### src/cidmd_pkg.sv
package cidmd_pkg;

    localparam logic [2:0] KIND_NUM_CHAR    = 3'd0;
    localparam logic [2:0] KIND_NAME_CHAR   = 3'd1;
    localparam logic [2:0] KIND_DATE        = 3'd2;
    localparam logic [2:0] KIND_NUM_ABSENT  = 3'd3;
    localparam logic [2:0] KIND_NAME_ABSENT = 3'd4;
    localparam logic [2:0] KIND_DONE        = 3'd5;
    localparam logic [2:0] KIND_BAD_TYPE    = 3'd6;
    localparam logic [2:0] KIND_OVERRUN     = 3'd7;

    localparam logic [7:0] TYPE_SINGLE   = 8'h04;
    localparam logic [7:0] TYPE_MULTI    = 8'h80;
    localparam logic [7:0] PARAM_DATE    = 8'h01;
    localparam logic [7:0] PARAM_NUMBER  = 8'h02;
    localparam logic [7:0] PARAM_NUM_ABS = 8'h04;
    localparam logic [7:0] PARAM_NAME    = 8'h07;
    localparam logic [7:0] PARAM_NAM_ABS = 8'h08;
    localparam logic [7:0] CHAR_O        = 8'h4f;
    localparam logic [7:0] CHAR_P        = 8'h50;
    localparam logic [7:0] CHAR_ZERO     = 8'h30;
    localparam logic [7:0] CHAR_NINE     = 8'h39;
    localparam logic [7:0] DATE_DIGITS   = 8'd8;

    localparam logic [1:0] REASON_UNAVAIL = 2'd0;
    localparam logic [1:0] REASON_PRIVATE = 2'd1;
    localparam logic [1:0] REASON_UNKNOWN = 2'd2;

    typedef struct packed {
        logic [2:0]      kind;
        logic [7:0]      char_value;
        logic [7:0][3:0] digits;
        logic            date_valid;
        logic [1:0]      absent_reason;
        logic            checksum_ok;
        logic            multi_format;
    } t_rec;

    function automatic logic [1:0] reason_of(input logic [7:0] b);
        if (b == CHAR_O) begin
            return REASON_UNAVAIL;
        end else if (b == CHAR_P) begin
            return REASON_PRIVATE;
        end
        return REASON_UNKNOWN;
    endfunction

endpackage

### src/cidmd_front.sv
module cidmd_front (
    input  logic              i_clk,
    input  logic              i_rst_n,
    input  logic              i_valid,
    output logic              o_ready,
    input  logic [7:0]        i_msg_byte,
    input  logic              i_full,
    output logic              o_push,
    output cidmd_pkg::t_rec   o_rec
);
    import cidmd_pkg::*;

    localparam logic [2:0] PH_WAIT  = 3'd0;
    localparam logic [2:0] PH_LEN   = 3'd1;
    localparam logic [2:0] PH_SDATE = 3'd2;
    localparam logic [2:0] PH_SNUM  = 3'd3;
    localparam logic [2:0] PH_PTYPE = 3'd4;
    localparam logic [2:0] PH_PLEN  = 3'd5;
    localparam logic [2:0] PH_PDATA = 3'd6;
    localparam logic [2:0] PH_CSUM  = 3'd7;

    logic [2:0] r_phase, n_phase;
    logic       r_fmt, n_fmt;
    logic [7:0] r_mleft, n_mleft;
    logic [7:0] r_pkind, n_pkind;
    logic [7:0] r_pleft, n_pleft;
    logic [7:0] r_psize, n_psize;
    logic [7:0] r_sum, n_sum;
    logic [2:0] r_didx, n_didx;
    logic       r_dbad, n_dbad;
    logic [3:0] r_digits [8];

    logic       accept;
    logic [7:0] b;
    logic [7:0] sum_new;
    logic [7:0] ml;
    logic [7:0] pos;
    logic [7:0] pleft_new;
    logic       is_digit;
    logic [3:0] digit;
    logic       dwe;
    logic       overrun;
    t_rec       rec;

    assign o_ready   = !i_full;
    assign accept    = i_valid && o_ready;
    assign b         = i_msg_byte;
    assign sum_new   = r_sum + b;
    assign ml        = r_mleft - 8'd1;
    assign pos       = r_psize - r_pleft;
    assign pleft_new = r_pleft - 8'd1;
    assign is_digit  = (b >= CHAR_ZERO) && (b <= CHAR_NINE);
    assign digit     = is_digit ? b[3:0] : 4'd0;

    always_comb begin
        n_phase = r_phase;
        n_fmt   = r_fmt;
        n_mleft = r_mleft;
        n_pkind = r_pkind;
        n_pleft = r_pleft;
        n_psize = r_psize;
        n_sum   = r_sum;
        n_didx  = r_didx;
        n_dbad  = r_dbad;
        dwe     = 1'b0;
        overrun = 1'b0;
        o_push  = 1'b0;
        rec              = '0;
        rec.multi_format = r_fmt;
        if (accept) begin
            if (r_phase == PH_WAIT) begin
                if (b == TYPE_SINGLE || b == TYPE_MULTI) begin
                    n_fmt   = (b == TYPE_MULTI);
                    n_sum   = b;
                    n_phase = PH_LEN;
                end else begin
                    o_push           = 1'b1;
                    rec.kind         = KIND_BAD_TYPE;
                    rec.multi_format = 1'b0;
                end
            end else begin
                n_sum = sum_new;
                if (r_phase == PH_CSUM) begin
                    o_push          = 1'b1;
                    rec.kind        = KIND_DONE;
                    rec.checksum_ok = (sum_new == 8'd0);
                    n_phase         = PH_WAIT;
                end else if (r_phase == PH_LEN) begin
                    n_mleft = b;
                    n_didx  = 3'd0;
                    n_dbad  = 1'b0;
                    if (b == 8'd0) begin
                        n_phase = PH_CSUM;
                    end else begin
                        n_phase = r_fmt ? PH_PTYPE : PH_SDATE;
                    end
                end else begin
                    n_mleft = ml;
                    case (r_phase)
                        PH_SDATE: begin
                            dwe = 1'b1;
                            if (r_didx == 3'd7) begin
                                n_phase = PH_SNUM;
                            end
                        end
                        PH_SNUM: begin
                            o_push         = 1'b1;
                            rec.kind       = KIND_NUM_CHAR;
                            rec.char_value = b;
                        end
                        PH_PTYPE: begin
                            n_pkind = b;
                            n_phase = PH_PLEN;
                        end
                        PH_PLEN: begin
                            if (b > ml) begin
                                o_push   = 1'b1;
                                rec.kind = KIND_OVERRUN;
                                n_phase  = PH_WAIT;
                                overrun  = 1'b1;
                            end else begin
                                n_psize = b;
                                n_pleft = b;
                                n_didx  = 3'd0;
                                n_dbad  = 1'b0;
                                n_phase = (b == 8'd0) ? PH_PTYPE : PH_PDATA;
                            end
                        end
                        default: begin
                            n_pleft = pleft_new;
                            case (r_pkind)
                                PARAM_DATE: begin
                                    dwe = (pos < DATE_DIGITS);
                                end
                                PARAM_NUMBER: begin
                                    o_push         = 1'b1;
                                    rec.kind       = KIND_NUM_CHAR;
                                    rec.char_value = b;
                                end
                                PARAM_NUM_ABS, PARAM_NAM_ABS: begin
                                    if (pos == 8'd0) begin
                                        o_push   = 1'b1;
                                        rec.kind = (r_pkind == PARAM_NUM_ABS) ?
                                                   KIND_NUM_ABSENT : KIND_NAME_ABSENT;
                                        rec.absent_reason = reason_of(b);
                                    end
                                end
                                PARAM_NAME: begin
                                    o_push = 1'b1;
                                    if (r_psize == 8'd1 && (b == CHAR_O || b == CHAR_P)) begin
                                        rec.kind          = KIND_NAME_ABSENT;
                                        rec.absent_reason = reason_of(b);
                                    end else begin
                                        rec.kind       = KIND_NAME_CHAR;
                                        rec.char_value = b;
                                    end
                                end
                                default: begin
                                end
                            endcase
                            if (pleft_new == 8'd0) begin
                                n_phase = PH_PTYPE;
                            end
                        end
                    endcase
                    if (dwe) begin
                        n_dbad = r_dbad || !is_digit;
                        n_didx = r_didx + 3'd1;
                        if (r_didx == 3'd7) begin
                            o_push         = 1'b1;
                            rec.kind       = KIND_DATE;
                            rec.date_valid = !(r_dbad || !is_digit);
                            for (int i = 0; i < 7; i++) begin
                                rec.digits[7 - i] = r_digits[i];
                            end
                            rec.digits[0] = digit;
                        end
                    end
                    if (!overrun && ml == 8'd0) begin
                        n_phase = PH_CSUM;
                    end
                end
            end
        end
    end

    assign o_rec = rec;

    always_ff @(posedge i_clk) begin
        if (!i_rst_n) begin
            r_phase <= PH_WAIT;
            r_fmt   <= 1'b0;
            r_mleft <= 8'd0;
            r_pkind <= 8'd0;
            r_pleft <= 8'd0;
            r_psize <= 8'd0;
            r_sum   <= 8'd0;
            r_didx  <= 3'd0;
            r_dbad  <= 1'b0;
        end else begin
            r_phase <= n_phase;
            r_fmt   <= n_fmt;
            r_mleft <= n_mleft;
            r_pkind <= n_pkind;
            r_pleft <= n_pleft;
            r_psize <= n_psize;
            r_sum   <= n_sum;
            r_didx  <= n_didx;
            r_dbad  <= n_dbad;
        end
    end

    always_ff @(posedge i_clk) begin
        if (dwe) begin
            r_digits[r_didx] <= digit;
        end
    end

endmodule

### src/cidmd_queue.sv
module cidmd_queue #(
    parameter int DEPTH = 4
) (
    input  logic              i_clk,
    input  logic              i_rst_n,
    input  logic              i_push,
    input  cidmd_pkg::t_rec   i_rec,
    output logic              o_full,
    output logic              o_valid,
    input  logic              i_pop,
    output cidmd_pkg::t_rec   o_rec
);
    import cidmd_pkg::*;

    localparam int PW = (DEPTH > 1) ? $clog2(DEPTH) : 1;
    localparam int CW = $clog2(DEPTH + 1);
    localparam logic [PW-1:0] LAST_PTR   = PW'(DEPTH - 1);
    localparam logic [CW-1:0] FULL_COUNT = CW'(DEPTH);

    t_rec          r_mem [DEPTH];
    logic [PW-1:0] r_wr_ptr, n_wr_ptr;
    logic [PW-1:0] r_rd_ptr, n_rd_ptr;
    logic [CW-1:0] r_count, n_count;
    logic          do_push, do_pop;

    assign o_full  = (r_count == FULL_COUNT);
    assign o_valid = (r_count != '0);
    assign o_rec   = r_mem[r_rd_ptr];
    assign do_push = i_push && !o_full;
    assign do_pop  = i_pop && o_valid;

    always_comb begin
        n_wr_ptr = r_wr_ptr;
        n_rd_ptr = r_rd_ptr;
        n_count  = r_count;
        if (do_push) begin
            n_wr_ptr = (r_wr_ptr == LAST_PTR) ? '0 : r_wr_ptr + PW'(1);
        end
        if (do_pop) begin
            n_rd_ptr = (r_rd_ptr == LAST_PTR) ? '0 : r_rd_ptr + PW'(1);
        end
        if (do_push && !do_pop) begin
            n_count = r_count + CW'(1);
        end else if (!do_push && do_pop) begin
            n_count = r_count - CW'(1);
        end
    end

    always_ff @(posedge i_clk) begin
        if (!i_rst_n) begin
            r_wr_ptr <= '0;
            r_rd_ptr <= '0;
            r_count  <= '0;
        end else begin
            r_wr_ptr <= n_wr_ptr;
            r_rd_ptr <= n_rd_ptr;
            r_count  <= n_count;
        end
    end

    always_ff @(posedge i_clk) begin
        if (do_push) begin
            r_mem[r_wr_ptr] <= i_rec;
        end
    end

endmodule

### src/cidmd_back.sv
module cidmd_back (
    input  logic              i_clk,
    input  logic              i_rst_n,
    input  logic              i_q_valid,
    output logic              o_pop,
    input  cidmd_pkg::t_rec   i_rec,
    output logic              o_valid,
    input  logic              i_ready,
    output logic [2:0]        o_kind,
    output logic [7:0]        o_char_value,
    output logic [6:0]        o_month,
    output logic [6:0]        o_day,
    output logic [6:0]        o_hour,
    output logic [6:0]        o_minute,
    output logic              o_date_valid,
    output logic [1:0]        o_absent_reason,
    output logic              o_checksum_ok,
    output logic              o_multi_format
);
    import cidmd_pkg::*;

    logic       r_valid;
    logic [2:0] r_kind;
    logic [7:0] r_char;
    logic [6:0] r_month, r_day, r_hour, r_minute;
    logic       r_date_valid;
    logic [1:0] r_reason;
    logic       r_csum_ok;
    logic       r_multi;

    function automatic logic [6:0] two_digits(input logic [3:0] hi, input logic [3:0] lo);
        return 7'(hi) * 7'd10 + 7'(lo);
    endfunction

    assign o_pop = i_q_valid && (!r_valid || i_ready);

    always_ff @(posedge i_clk) begin
        if (!i_rst_n) begin
            r_valid <= 1'b0;
        end else if (o_pop) begin
            r_valid <= 1'b1;
        end else if (i_ready) begin
            r_valid <= 1'b0;
        end
    end

    always_ff @(posedge i_clk) begin
        if (o_pop) begin
            r_kind       <= i_rec.kind;
            r_char       <= i_rec.char_value;
            r_month      <= two_digits(i_rec.digits[7], i_rec.digits[6]);
            r_day        <= two_digits(i_rec.digits[5], i_rec.digits[4]);
            r_hour       <= two_digits(i_rec.digits[3], i_rec.digits[2]);
            r_minute     <= two_digits(i_rec.digits[1], i_rec.digits[0]);
            r_date_valid <= i_rec.date_valid;
            r_reason     <= i_rec.absent_reason;
            r_csum_ok    <= i_rec.checksum_ok;
            r_multi      <= i_rec.multi_format;
        end
    end

    assign o_valid         = r_valid;
    assign o_kind          = r_kind;
    assign o_char_value    = r_char;
    assign o_month         = r_month;
    assign o_day           = r_day;
    assign o_hour          = r_hour;
    assign o_minute        = r_minute;
    assign o_date_valid    = r_date_valid;
    assign o_absent_reason = r_reason;
    assign o_checksum_ok   = r_csum_ok;
    assign o_multi_format  = r_multi;

endmodule

### src/caller_id_message_decoder_top.sv
// Channel   Signals                       Word
// input     i_valid / o_ready             i_msg_byte
// output    o_valid / i_ready             o_kind, o_char_value, date, reason, status fields
//
// One byte per cycle is accepted while o_ready is high; each byte yields zero or one result word.
// The parser is combinational and writes the queue at the accepting edge; the output register
// loads the word from the queue when it is empty or i_ready is high, and offers it from there.
// Synchronous reset clears parser state, queue pointers and output valid; result fields do not.
// A stalled output fills the output register and the QUEUE_DEPTH-entry queue, then o_ready
// drops, even for bytes that yield no word, until a word leaves the queue.
module caller_id_message_decoder_top #(
    parameter int QUEUE_DEPTH = 4
) (
    input  logic       i_clk,
    input  logic       i_rst_n,
    input  logic       i_valid,
    output logic       o_ready,
    input  logic [7:0] i_msg_byte,
    output logic       o_valid,
    input  logic       i_ready,
    output logic [2:0] o_kind,
    output logic [7:0] o_char_value,
    output logic [6:0] o_month,
    output logic [6:0] o_day,
    output logic [6:0] o_hour,
    output logic [6:0] o_minute,
    output logic       o_date_valid,
    output logic [1:0] o_absent_reason,
    output logic       o_checksum_ok,
    output logic       o_multi_format
);
    import cidmd_pkg::*;

    logic full, push, q_valid, pop;
    t_rec front_rec, q_rec;

    cidmd_front u_front (
        .i_clk      (i_clk),
        .i_rst_n    (i_rst_n),
        .i_valid    (i_valid),
        .o_ready    (o_ready),
        .i_msg_byte (i_msg_byte),
        .i_full     (full),
        .o_push     (push),
        .o_rec      (front_rec)
    );

    cidmd_queue #(
        .DEPTH (QUEUE_DEPTH)
    ) u_queue (
        .i_clk   (i_clk),
        .i_rst_n (i_rst_n),
        .i_push  (push),
        .i_rec   (front_rec),
        .o_full  (full),
        .o_valid (q_valid),
        .i_pop   (pop),
        .o_rec   (q_rec)
    );

    cidmd_back u_back (
        .i_clk           (i_clk),
        .i_rst_n         (i_rst_n),
        .i_q_valid       (q_valid),
        .o_pop           (pop),
        .i_rec           (q_rec),
        .o_valid         (o_valid),
        .i_ready         (i_ready),
        .o_kind          (o_kind),
        .o_char_value    (o_char_value),
        .o_month         (o_month),
        .o_day           (o_day),
        .o_hour          (o_hour),
        .o_minute        (o_minute),
        .o_date_valid    (o_date_valid),
        .o_absent_reason (o_absent_reason),
        .o_checksum_ok   (o_checksum_ok),
        .o_multi_format  (o_multi_format)
    );

endmodule

### config.mk
export PLATFORM = sky130hd
export DESIGN_NAME = caller_id_message_decoder_top
export DESIGN_NICKNAME = d
export VERILOG_FILES = /design/src/cidmd_pkg.sv /design/src/cidmd_front.sv /design/src/cidmd_queue.sv /design/src/cidmd_back.sv /design/src/caller_id_message_decoder_top.sv
export SDC_FILE = /design/constraint.sdc
export NUM_CORES = 1
export LEC_CHECK = 0
export BUFFER_PORTS_ARGS = -buffer_cell sky130_fd_sc_hd__buf_2
export CORE_UTILIZATION = 34
export CTS_CLUSTER_DIAMETER = 100
export DETAILED_ROUTE_END_ITERATION = 16
export GPL_ROUTABILITY_DRIVEN = 0
export GPL_TIMING_DRIVEN = 0
export SLEW_MARGIN = 20
export SYNTH_ARGS = -nofsm -noshare
export SYNTH_HDL_FRONTEND = slang
export SYNTH_SLANG_ARGS = --single-unit
### constraint.sdc
create_clock -name i_clk -period 6.7 [get_ports i_clk]
set_input_delay 1.34 -clock i_clk [delete_from_list [all_inputs] [get_ports i_clk]]
set_output_delay 1.34 -clock i_clk [all_outputs]
set_load 0.01 [all_outputs]
==> results_dict.tcl, run 1 <==
set metrics [dict create \
    status "complete, no violations" \
    cp.required_ps 7180 \
    cts_max_level 2 \
    hold_violations 0 \
    p_per_area_nw_per_um2 393 \
    grt_pass1_wl_um 48800 \
    grt_max_degree 24 \
    clock_tree.root_cell "clkbuf_16" \
    r2r-end "u_queue.r_count[2]" \
    relSlewSlack_pct 29.4 \
    crit_path_start_kind "flop" \
    dieHeight_um 208 \
    critical_path_class "reg -> reg" \
    post_cts_buffers 0 \
    p_clk_share_pct 31.9 \
    comb_power_share_pct 28.2 \
    vias 8658 \
    ant_nets 0 \
    final_nets 1209 \
    start_util_pct 34.4 \
    total_leakage_power_nw 6.04 \
    drtIter0Drc 533 \
    route.detailed.drc 0 \
    port_buffers 56 \
    postCtsHoldBufs 0 \
    cts_num_sinks 322 \
    hold_path.startpoint "u_front.r_sum[3]" \
    regArea_um2 9090 \
    endpoint_kind "flop" \
    grt_overflow 0 \
    tritoncts "done" \
    drive_gt1_share_pct 16.5 \
    hold_depth 2 \
    drt-total-wl_um 31400 \
    internal_power_mw 4.81 \
    clk_path_buf_depth 3 \
    tightest_slew_ps 1050 \
    wl_met1_um 13700 \
    ir_worst_vdd_uv 146 \
    final_cell_area_um2 17000 \
    cap_violations 0 \
    fin_crit_ps 5260 \
    dr.max_layer_used "met4" \
    yosysSeqAreaShare_pct 63.0 \
    clk_pin_slew_ps 60 \
    fin_crit_sh_pct 78.5 \
    antenna_found_initial 0 \
    dieWidth_um 208 \
    dieArea_um2 43300 \
    fin_setup_tns_ps 0 \
    cts_buffers 36 \
    cp.arrival_ps 5730 \
    slew_viol_final 0 \
    area_growth_pct 17.8 \
    detail_route.vias_per_cell 5.10 \
    place_hpwl_um 21500 \
    ys_seq_elements 322 \
    worst_hold_path_type "reg -> reg" \
    clk_latency_ps 550 \
    cp_slowest_cell "a211oi_1" \
    skew_ps 32.9 \
    n_fill_cell 3843 \
    hold_end "u_front.r_sum[3]" \
    dr_wl_met2_um 15200 \
    grt_usage_pct 14.6 \
    r2r-start "u_front.r_mleft[2]" \
    syn_area_per_cell_um2 14.1 \
    critical_path.max_stage_delay_ps 800 \
    first_pass_iters 5 \
    yosys_most_used_dff "edfxtp_1" \
    cp_max_fo 9 \
    switching_share_pct 28.0 \
    fmax_mhz 190 \
    synthDistinctLibCells 65 \
    multi_input_area_um2 5040 \
    pin_count 58 \
    regToRegSetupSlack_ps 1440 \
    rsz0062_at_grt "no" \
    synthArstFlopShare_pct 0 \
    cts_resized 0 \
    wl_met3_um 1720 \
    placed_area_um2 15700 \
    seqPwrFrac_pct 39.9 \
    wl_per_cell_um 18.5 \
    setup_viol 0 \
    crit_chain "or4_1, nor4_1, xnor2_1, ha_1, and4_1, and3_1, a211oi_1, a211oi_1, nor4_1, a22oi_2, inv_1, ha_1, inv_1, fa_1, xor2_1, or3_1, a21oi_1" \
    yosys_warnings 0 \
    reg2reg_depth 17 \
    syn-num-nets 1105 \
    core_area_um2 41900 \
    diodes 0 \
    synth_cells 1025 \
    switchingPower_mw 1.87 \
    core.rowCount 75 \
    synth_area_um2 14400 \
    synth-edff-count 264 \
    grt_pass1_vias 8705 \
]
==> flip-flops by register name, indices dropped and copies added, names as in the netlist, 3 cells and up, named ones only <==
name / cells
u_queue.r_mem: 192
u_front.r_digits: 28
u_back.o_char_value: 8
u_front.r_mleft: 8
u_front.r_pkind: 8
u_front.r_pleft: 8
u_front.r_psize: 8
u_front.r_sum: 8
u_back.o_day: 7
u_back.o_hour: 7
u_back.o_minute: 7
u_back.o_month: 7
u_back.o_kind: 3
u_front.r_didx: 3
u_front.r_phase: 3
u_queue.r_count: 3
==> worst max-delay path by stage <==
stage,to,start,cells past startpoint,slack [ps]
after floorplan,u_queue.r_mem[0][0],i_msg_byte[6],8,1090
after global placement,u_queue.r_mem[1][21],i_msg_byte[6],9,-1580
after detailed placement,u_queue.r_count[2],i_msg_byte[6],15,1330
after CTS,u_queue.r_count[2],u_front.r_mleft[2],17,1500
after global routing,u_queue.r_count[2],u_front.r_mleft[2],17,1100
final,u_queue.r_count[2],u_front.r_mleft[2],17,1440
==> kinds of logic (layout without fill, tap and decap cells) <==
kind of cell             after synthesis  in the layout  synth area share (%)
multiplexers                          65             65                  8.68
flip-flops                           322            322                  63.0
adder cells (fa/ha/maj)               68             68                  6.42
AO/OA/AOI/OAI                        142            142                  6.43
XOR/XNOR                              43             43                  2.61
AND/OR/NAND/NOR                      293            293                  10.4
buffers and inverters                 92            224                  2.44
==> metrics by stage <==
step / total power [mW] / utilization (%) / setup WS [ps] / instances / hold WS, ps
2_1_floorplan: 4.04 / - / 1090 / 1025 / 436
3_3_place_gp: 4.55 / 36.7 / -1580 / 1620 / 445
3_5_place_dp: 4.65 / 37.4 / 1330 / 1630 / 465
4_1_cts: 6.80 / 40.5 / 1500 / 1696 / 473
5_1_grt: 7.05 / 40.5 / 1100 / 1696 / 497
6_report: 6.68 / 40.5 / 1440 / 1696 / 467
==> power groups by stage <==
stage / Sequential [mW] / Combinational, mW / Clock [mW]
6_report: 2.67 / 1.88 / 2.13
5_1_grt: 2.69 / 2.10 / 2.26
4_1_cts: 2.67 / 1.95 / 2.18
3_5_place_dp: 2.72 / 1.93 / 0
3_3_place_gp: 2.75 / 1.81 / 0
2_1_floorplan: 2.80 / 1.24 / 0
==> synth_stat cells (11+ instances only) <==
cell      instances  area share (%)
a21oi_1          46             1.6
and2_1           16            0.69
and3_1           40             1.7
buf_1            11            0.29
clkbuf_1         31            0.81
dfxtp_1          58             8.0
edfxtp_1        264              55
ha_1             58             5.0
inv_1            44             1.1
mux2i_1          16             1.1
mux4_2           48             7.5
nand2_1          64             1.7
nor2_1           75             2.0
nor2b_1          11            0.48
nor3_1           22            0.76
o211ai_1         11            0.57
o21ai_0          24            0.83
xnor2_1          38             2.3
==> worst max-delay path: cells and delay by family, from the launching register on <==
kind | cells | cell delay (ps)
compound gates | 4 | 1390
xor+xnor | 2 | 440
buf+inv | 2 | 200
flops | 1 | 380
simple gates | 6 | 1820
fa+ha+maj | 3 | 950
==> metal layers <==
layer	GRT usage [%]	up-vias
met1	18.6	4277
met4	4.37	0
li1	-	4109
met2	24.7	219
met5	0	-
met3	3.46	53
==> final cells by class <==
cell class,instances,share of cell area [%]
inverters,45,0.994
plain buffers,47,1.08
repair buffers,66,3.18
flip-flops and latches,322,53.5
clock buffers,49,5.96
clock inverters,17,1.64
well taps,539,3.97
multi-input cells,611,29.7
==> cell usage in the layout (no fill, tap or decap), types with 44 or more instances in the layout <==
| cell | Yosys | routed |
|---|---|---|
| edfxtp_1 | 264 | 264 |
| buf_2 | 3 | 60 |
| nand2_1 | 64 | 64 |
| dfxtp_1 | 58 | 58 |
| ha_1 | 58 | 58 |
| a21oi_1 | 46 | 45 |
| mux4_2 | 48 | 48 |
| nor2_1 | 75 | 75 |
| inv_1 | 44 | 44 |
(Power assumes the default switching activity.)
==> run 2: changes to the inputs <==
==> constraint.sdc (replaced) <==
create_clock -name i_clk -period 5.3 [get_ports i_clk]
set_input_delay 1.06 -clock i_clk [delete_from_list [all_inputs] [get_ports i_clk]]
set_output_delay 1.06 -clock i_clk [all_outputs]
set_load 0.01 [all_outputs]
==> results_dict.tcl, run 2 (same netlist as run 1, synthesis figures left out) <==
set metrics [dict create \
    cts_buffers 36 \
    cp_slowest_cell "or4_1" \
    wl_per_cell_um 18.5 \
    port_buffers 56 \
    final_nets 1209 \
    relSlewSlack_pct 30.3 \
    critPathBufInv 2 \
    critical_path_class "reg -> reg" \
    hold_end "u_front.r_sum[3]" \
    fin_crit_sh_pct 92.6 \
    regToRegSetupSlack_ps 390 \
    tightest_slew_ps 1040 \
    hold_depth 2 \
    final_common_cell "edfxtp_1" \
    grt_max_degree 24 \
    detail_route.vias_per_cell 5.12 \
    multi_input_area_um2 5050 \
    top_regs "u_queue.r_mem (192), u_front.r_digits (28)" \
    pin_count 58 \
    critical_path.max_stage_delay_ps 560 \
    cp.arrival_ps 5390 \
    crit_chain "or4_1, nor4_1, xnor2_1, ha_1, and4_1, and3_1, a211oi_2, a211oi_1, nor4_1, a22oi_2, inv_1, ha_1, inv_1, fa_1, xor2_1, or3_1, a21oi_1" \
    clk_latency_ps 550 \
    drtIter0Drc 535 \
    rsz0062_at_grt "no" \
    worst_hold_path_type "reg -> reg" \
    crit_path_start_kind "flop" \
    cp_top_family "simple AND/OR/NAND/NOR gates" \
    ant_nets 0 \
    layout_common_cells "edfxtp_1, nor2_1, nand2_1" \
    finish.utilization_pct 40.5 \
    cts_max_level 2 \
    postCtsHoldBufs 0 \
    core_area_um2 41900 \
    place_inst 1630 \
    regArea_um2 9090 \
    clock_tree.root_cell "clkbuf_16" \
    power.total_mw 8.45 \
    n_fill_cell 3845 \
    core.rowCount 75 \
    setup_viol 0 \
    post_cts_buffers 0 \
    grt_usage_pct 14.6 \
    largest_register "u_queue.r_mem" \
    r2r-end "u_queue.r_count[2]" \
    dieWidth_um 208 \
    dieHeight_um 208 \
    fin_crit_ps 4910 \
    endpoint_kind "flop" \
    start_util_pct 34.4 \
    cap_violations 0 \
    route.detailed.drc 0 \
    tritoncts "done" \
    vias 8679 \
    drt-total-wl_um 31400 \
    instances_no_fill 1696 \
    r2r-start "u_front.r_mleft[2]" \
    hold_path.startpoint "u_front.r_sum[3]" \
    p_per_area_nw_per_um2 497 \
    antenna_found_initial 0 \
    largest_reg_flops 192 \
    place_ws_ps 119 \
    cp_max_fo 9 \
    cp.required_ps 5780 \
    fmax_mhz 204 \
    skew_ps 31.5 \
    reg2reg_depth 17 \
    ir_worst_vdd_uv 184 \
    slew_viol_final 0 \
    first_pass_iters 5 \
    hold_violations 0 \
    total_leakage_power_nw 6.04 \
    clk_pin_slew_ps 60 \
    diodes 0 \
    place_hpwl_um 21500 \
    cts_num_sinks 322 \
    drive_gt1_share_pct 16.6 \
    area_growth_pct 17.8 \
    clk_path_buf_depth 3 \
    worst_slack_ps 390 \
    grt_overflow 0 \
    dieArea_um2 43300 \
    grt_pass1_vias 8705 \
    grt_pass1_wl_um 48800 \
    status "complete, no violations" \
]
-- run 2: timing repair --
| item | in CTS | in global routing |
|---|---|---|
| setup endpoints to repair | 0 | 32 |
| hold endpoints to repair | 0 | 0 |
| gates resized for setup | 0 | 1 |
-- run 2: cell type report --
class	count	area share, %
Timing Repair Buffer	66	3.18
Sequential cell	322	53.5
Tap cell	539	3.97
Buffer	47	1.08
Multi-Input combinational cell	611	29.7
Clock inverter	17	1.64
Clock buffer	49	5.96
Inverter	45	0.994
-- run 2: how the worst max path moves through the flow --
stage	from	to	slack, ps	cells after the start
after global placement	u_front.r_mleft[2]	u_queue.r_mem[1][21]	-2770	11
after detailed placement	u_front.r_mleft[2]	u_queue.r_count[2]	120	17
after CTS	u_front.r_mleft[2]	u_queue.r_count[2]	100	17
after floorplan	u_front.r_mleft[2]	u_queue.r_mem[0][0]	-230	11
after global routing	u_front.r_mleft[2]	u_queue.r_count[2]	50	17
final	u_front.r_mleft[2]	u_queue.r_count[2]	390	17
-- run 2: worst min-delay path, stage by stage, from the launching register on --
cell     delay [ps]
dfxtp_1         310
nand2_1          60
a21oi_1          50
-- run 2: power breakdown --
part	total (mW)	internal, mW	switching (mW)
registers	3.37	3.28	0.0925
clock network	2.70	1.69	1.01
logic	2.38	1.12	1.27
-- run 2: per-layer routing --
metal | track usage, % | wire length [um] | up-vias
met5 | 0 | 0 | -
met3 | 3.46 | 1730 | 47
li1 | - | - | 4104
met4 | 4.37 | 727 | 0
met1 | 18.6 | 13600 | 4297
met2 | 24.7 | 15300 | 231
-- run 2: through the flow --
stage               setup TNS (ps)  area [um2]  hold slack (ps)
CTS                              0       17000              473
global placement           -529920       15400              445
finish                           0       17000              467
global route                     0       17000              497
floorplan                   -44590       14400              436
detailed placement               0       15700              465
